===== config.mk =====
export PLATFORM = sky130hd
export DESIGN_NAME = ftcl_out
export DESIGN_NICKNAME = d
export VERILOG_FILES = /design/src/hdl/ftcl_pkg.sv /design/src/hdl/ftcl_out.sv
export SDC_FILE = /design/constraint.sdc
export NUM_CORES = 1
export LEC_CHECK = 0
export BUFFER_PORTS_ARGS = -buffer_cell sky130_fd_sc_hd__buf_2
export CAP_MARGIN = 10
export CORE_AREA = 3 3 179 181
export CTS_CLUSTER_DIAMETER = 100
export DETAILED_ROUTE_END_ITERATION = 12
export DIE_AREA = 0 0 182 184
export GPL_TIMING_DRIVEN = 0
export PLACE_DENSITY = 0.65
export SYNTH_ARGS = -nofsm -noshare
export SYNTH_HDL_FRONTEND = slang
export SYNTH_SLANG_ARGS = --single-unit
export TNS_END_PERCENT = 1

===== constraint.sdc =====
create_clock -name clk -period 38.1 [get_ports clk]
set_input_delay 7.62 -clock clk [delete_from_list [all_inputs] [get_ports clk]]
set_output_delay 7.62 -clock clk [all_outputs]
set_load 0.01 [all_outputs]

===== src/hdl/ftcl_pkg.sv =====
`default_nettype none

package ftcl_pkg;

  // Run phases as reported in run_state.
  localparam logic [2:0] PH_IDLE    = 3'd0;
  localparam logic [2:0] PH_RUNNING = 3'd1;
  localparam logic [2:0] PH_DONE    = 3'd2;
  localparam logic [2:0] PH_STOPPED = 3'd3;
  localparam logic [2:0] PH_FAILED  = 3'd4;

  // Request kinds.
  localparam logic [1:0] REQ_START = 2'd0;
  localparam logic [1:0] REQ_POLL  = 2'd1;
  localparam logic [1:0] REQ_STOP  = 2'd2;
  localparam logic [1:0] REQ_READ  = 2'd3;

  // Configuration register indexes.
  localparam logic REG_TIMEOUT = 1'b0;
  localparam logic REG_CLOCK   = 1'b1;

  localparam logic [31:0] TIMEOUT_RESET = 32'd1000;

  localparam int IN_W  = 128;
  localparam int OUT_W = 232;

  // One stored record, as held in the record memory.
  typedef struct packed {
    logic [31:0] clock_word;
    logic [31:0] tick;
    logic [10:0] frame_second;
    logic [10:0] frame_first;
  } rec_t;

  // Status reported with every item.
  typedef struct packed {
    logic [2:0]  run_state;
    logic        error_code;
    logic [6:0]  record_count;
    logic [31:0] poll_total;
    logic [31:0] crossed_total;
    logic [31:0] duplicate_total;
    logic [31:0] elapsed_ticks;
    logic        trace_valid;
  } status_t;

endpackage

`default_nettype wire


===== src/hdl/ftcl_out.sv =====
`default_nettype none

module ftcl_out (
  input  wire logic                          clk,
  input  wire logic                          rst_n,
  input  wire logic                          fire,
  input  wire ftcl_pkg::status_t             stat_in,
  input  wire ftcl_pkg::rec_t                rd_data,
  output      logic                          can_take,
  input  wire logic                          out_tready,
  output      logic                          out_tvalid,
  output      logic [ftcl_pkg::OUT_W-1:0]    out_tdata,
  output      logic                          out_tuser
);
  import ftcl_pkg::*;

  logic             s1_valid_r;
  status_t          s1_stat_r;
  logic             o_valid_r;
  logic [OUT_W-1:0] o_data_r;
  logic             o_user_r;
  logic             adv;
  rec_t             rec_shown;
  logic [OUT_W-1:0] packed_data;

  assign adv      = s1_valid_r && (!o_valid_r || out_tready);
  assign can_take = !s1_valid_r || !o_valid_r || out_tready;

  // Trace fields read as zero unless the index named a stored record.
  assign rec_shown = s1_stat_r.trace_valid ? rd_data : '0;

  assign packed_data = {7'd0, rec_shown.clock_word, rec_shown.frame_second, rec_shown.tick,
                        rec_shown.frame_first, s1_stat_r.elapsed_ticks,
                        s1_stat_r.duplicate_total, s1_stat_r.crossed_total,
                        s1_stat_r.poll_total, s1_stat_r.record_count,
                        s1_stat_r.error_code, s1_stat_r.run_state};

  always_ff @(posedge clk) begin
    if (!rst_n) begin
      s1_valid_r <= 1'b0;
      o_valid_r  <= 1'b0;
    end else begin
      if (fire) begin
        s1_valid_r <= 1'b1;
      end else if (adv) begin
        s1_valid_r <= 1'b0;
      end
      if (adv) begin
        o_valid_r <= 1'b1;
      end else if (out_tready) begin
        o_valid_r <= 1'b0;
      end
    end
  end

  always_ff @(posedge clk) begin
    if (fire) begin
      s1_stat_r <= stat_in;
    end
    if (adv) begin
      o_data_r <= packed_data;
      o_user_r <= s1_stat_r.trace_valid;
    end
  end

  assign out_tvalid = o_valid_r;
  assign out_tdata  = o_data_r;
  assign out_tuser  = o_user_r;

endmodule

`default_nettype wire


==> impl_metrics.yaml <==
timing:
  fmax_ghz: 0.0629
  rsz0062_at_grt: "false"
  worstMarginPinSlew_ns: 0.712
  fin_setup_tns_ns: 0
  slew_viol_final: 0
  final_hold_viol_count: 0
  clock-skew-final_ns: 0.0122
  finalCritPeriodShare: 0.417
  setup_viol: 0
  finalCriticalPeriod_ns: 15.89
  slew_headroom: 0.525
cts:
  cts.sinks: 368
  tritoncts: "yes"
  cts.clk_slew.worst_paths_ns: 0.06
  post_cts_resized: 0
  postCtsSetupRepairBufs: 0
  cts_root_buf: "clkbuf_16"
  cts_made_buffers: 39
  htree_num_levels: 2
  clockBufferDepth: 3
  worstSkewPairLatency_ns: 0.52
  hold_buffers: 0
pwr:
  ir_drop_mv: 0.0434
  power_leakage_nw: 6.36
  p_per_area_mw_per_mm2: 55.9
detailed_routing:
  via_per_inst: 4.28
  wl_per_cell_um: 18.3
  routed_wl_um: 25900
  dr.pass1.iters: 4
  drtIter0Drc: 230
  vias: 6067
  drtAntennaViolNets: 0
  drc: 0
critical_path:
  crit_type: "in -> out"
  crit_fanout: 4
  cp_slowest_cell: "nor2b_1"
  cp-start-kind: "input port"
  crit_arrival_ns: 8.27
  crit_path_frequent_cell: "buf_2"
  cp_top_family: "simple AND/OR/NAND/NOR gates"
  end_kind: "primary output"
  crit_chain: "buf_2, nor2b_1, nand2_1, buf_2"
  crit_path_max_incr_delay_ns: 0.31
  crit_buf_inv: 2
  cp.required_ns: 30.48
synth:
  ys_seq_elements: 368
  yosys_warnings: 0
  ys_types: 11
  ys_seq_area_frac: 0.940
  synth.top_cell.area_share: 0.936
  synthTopCellsByArea: "edfxtp_1 94%, and2_1 4.6%, buf_6 0.48%"
  synth_area_leader_cell: "edfxtp_1"
  avgSynthCellArea_um2: 24.6
  syn_area_mm2: 0.0117
  postSynthCellCount: 477
floorplanning:
  die_h_um: 184
  die_area_mm2: 0.0335
  row_count: 64
  chipWidth_um: 182
  core_mm2: 0.0306
  pin_count: 465
  initial_core_util: 0.384
global_routing:
  gr-usage-all-layers: 0.147
  grt_max_degree: 73
  grt_pass1_vias: 6348
  antenna_found_initial: 9
  grt_pass1_wl_um: 37100
  overflow: 0
finish:
  multiInputGateArea_um2: 611
  drive_above_1_share: 0.527
  area_growth_pct: 36.2
  fill_cells: 2511
  finalNonFillerCells: 1417
  finalNetCount: 1220
  area.sequential_mm2: 0.0110
place:
  routabilityCongestion: 0.778
  place_inst: 1345
  dp_hpwl_um: 19300
  io_buffers: 457
hold_path:
  hold_path_class: "reg -> reg"
run_status:
  status: "completed"
job:
  cap_viol_max_count: 0
cells in the final DEF, fill, tap and decap left out, types with 2 or more instances in the layout:
cell type,instances
diode_2,2
clkbuf_1,12
buf_16,2
edfxtp_1,366
buf_12,7
conb_1,7
clkbuf_16,40
dfxtp_1,2
buf_6,6
clkinv_2,6
buf_4,7
bufinv_16,3
buf_2,460
clkinv_1,4
inv_6,2
and2_1,87
power breakdown:
part           switching [mW]  internal [mW]  leakage (nW)
clock                   0.146          0.214         0.599
sequential            0.00616          0.476          3.52
combinational          0.0280         0.0228          2.25
total                   0.181          0.714          6.36
cells in the mapped netlist (all sizes together):
| cell type | instances |
|---|---|
| conb | 1 |
| edfxtp | 366 |
| nor2b | 2 |
| dfxtp | 2 |
| a22o | 1 |
| buf | 16 |
| o21a | 1 |
| nand2 | 1 |
| and2 | 87 |
area by class of cell:
cell class	count	area share
Clock inverter	18	0.0116
Buffer	16	0.00806
Multi-Input combinational cell	99	0.0382
Antenna cell	2	0.000313
Clock buffer	52	0.0654
Sequential cell	368	0.690
Timing Repair Buffer	466	0.156
Tap cell	396	0.0310
cell families (layout without fill, tap and decap cells):
| group | after synthesis | after routing | share of synthesized area |
|---|---|---|---|
| AOI/OAI and AO/OA | 2 | 2 | 0.00139 |
| DFF | 368 | 368 | 0.940 |
| buffers and inverters | 16 | 552 | 0.0110 |
| other | 1 | 9 | 0.000319 |
| and+or+nand+nor | 90 | 90 | 0.0477 |
path summary, 6_finish.rpt:
kind	startpoint	to	slack [ns]	cells past startpoint
setup / recovery	out_tready	can_take	22.21	4
hold / removal	packed_data[72]	out_tdata[72]	0.41	0
setup reg to reg	out_tvalid	out_tdata[212]	36.10	5
hold reg to reg	packed_data[72]	out_tdata[72]	0.41	0
through the flow:
step           setup slack, ns  power, mW  cell area [um^2]   util  hold slack [ns]
2_1_floorplan            19.59      0.512             11800      -            0.400
3_3_place_gp             15.11      0.545             14500  0.475            0.400
3_5_place_dp             22.19      0.543             14800  0.482            0.405
4_1_cts                  22.20      0.907             16000  0.523            0.415
5_1_grt                  22.13      0.929             16000  0.523            0.418
6_report                 22.21      0.894             16000  0.523            0.412
registers in the layout (all words and copies together) (netlist names):
| signal | flops |
|---|---|
| packed_data | 139 |
| out_tuser | 1 |
| s1_valid_r | 1 |
| out_tdata | 225 |
| out_tvalid | 1 |
| s1_stat_r | 1 |
per-layer routing:
layer / global-route usage / vias up / share of wire
li1: - / 2852 / -
met1: 0.157 / 2819 / 0.35
met2: 0.259 / 314 / 0.51
met3: 0.0647 / 70 / 0.11
met4: 0.0545 / 12 / 0.030
met5: 0 / - / 0.0033
Power figures use the tool's default switching activity.
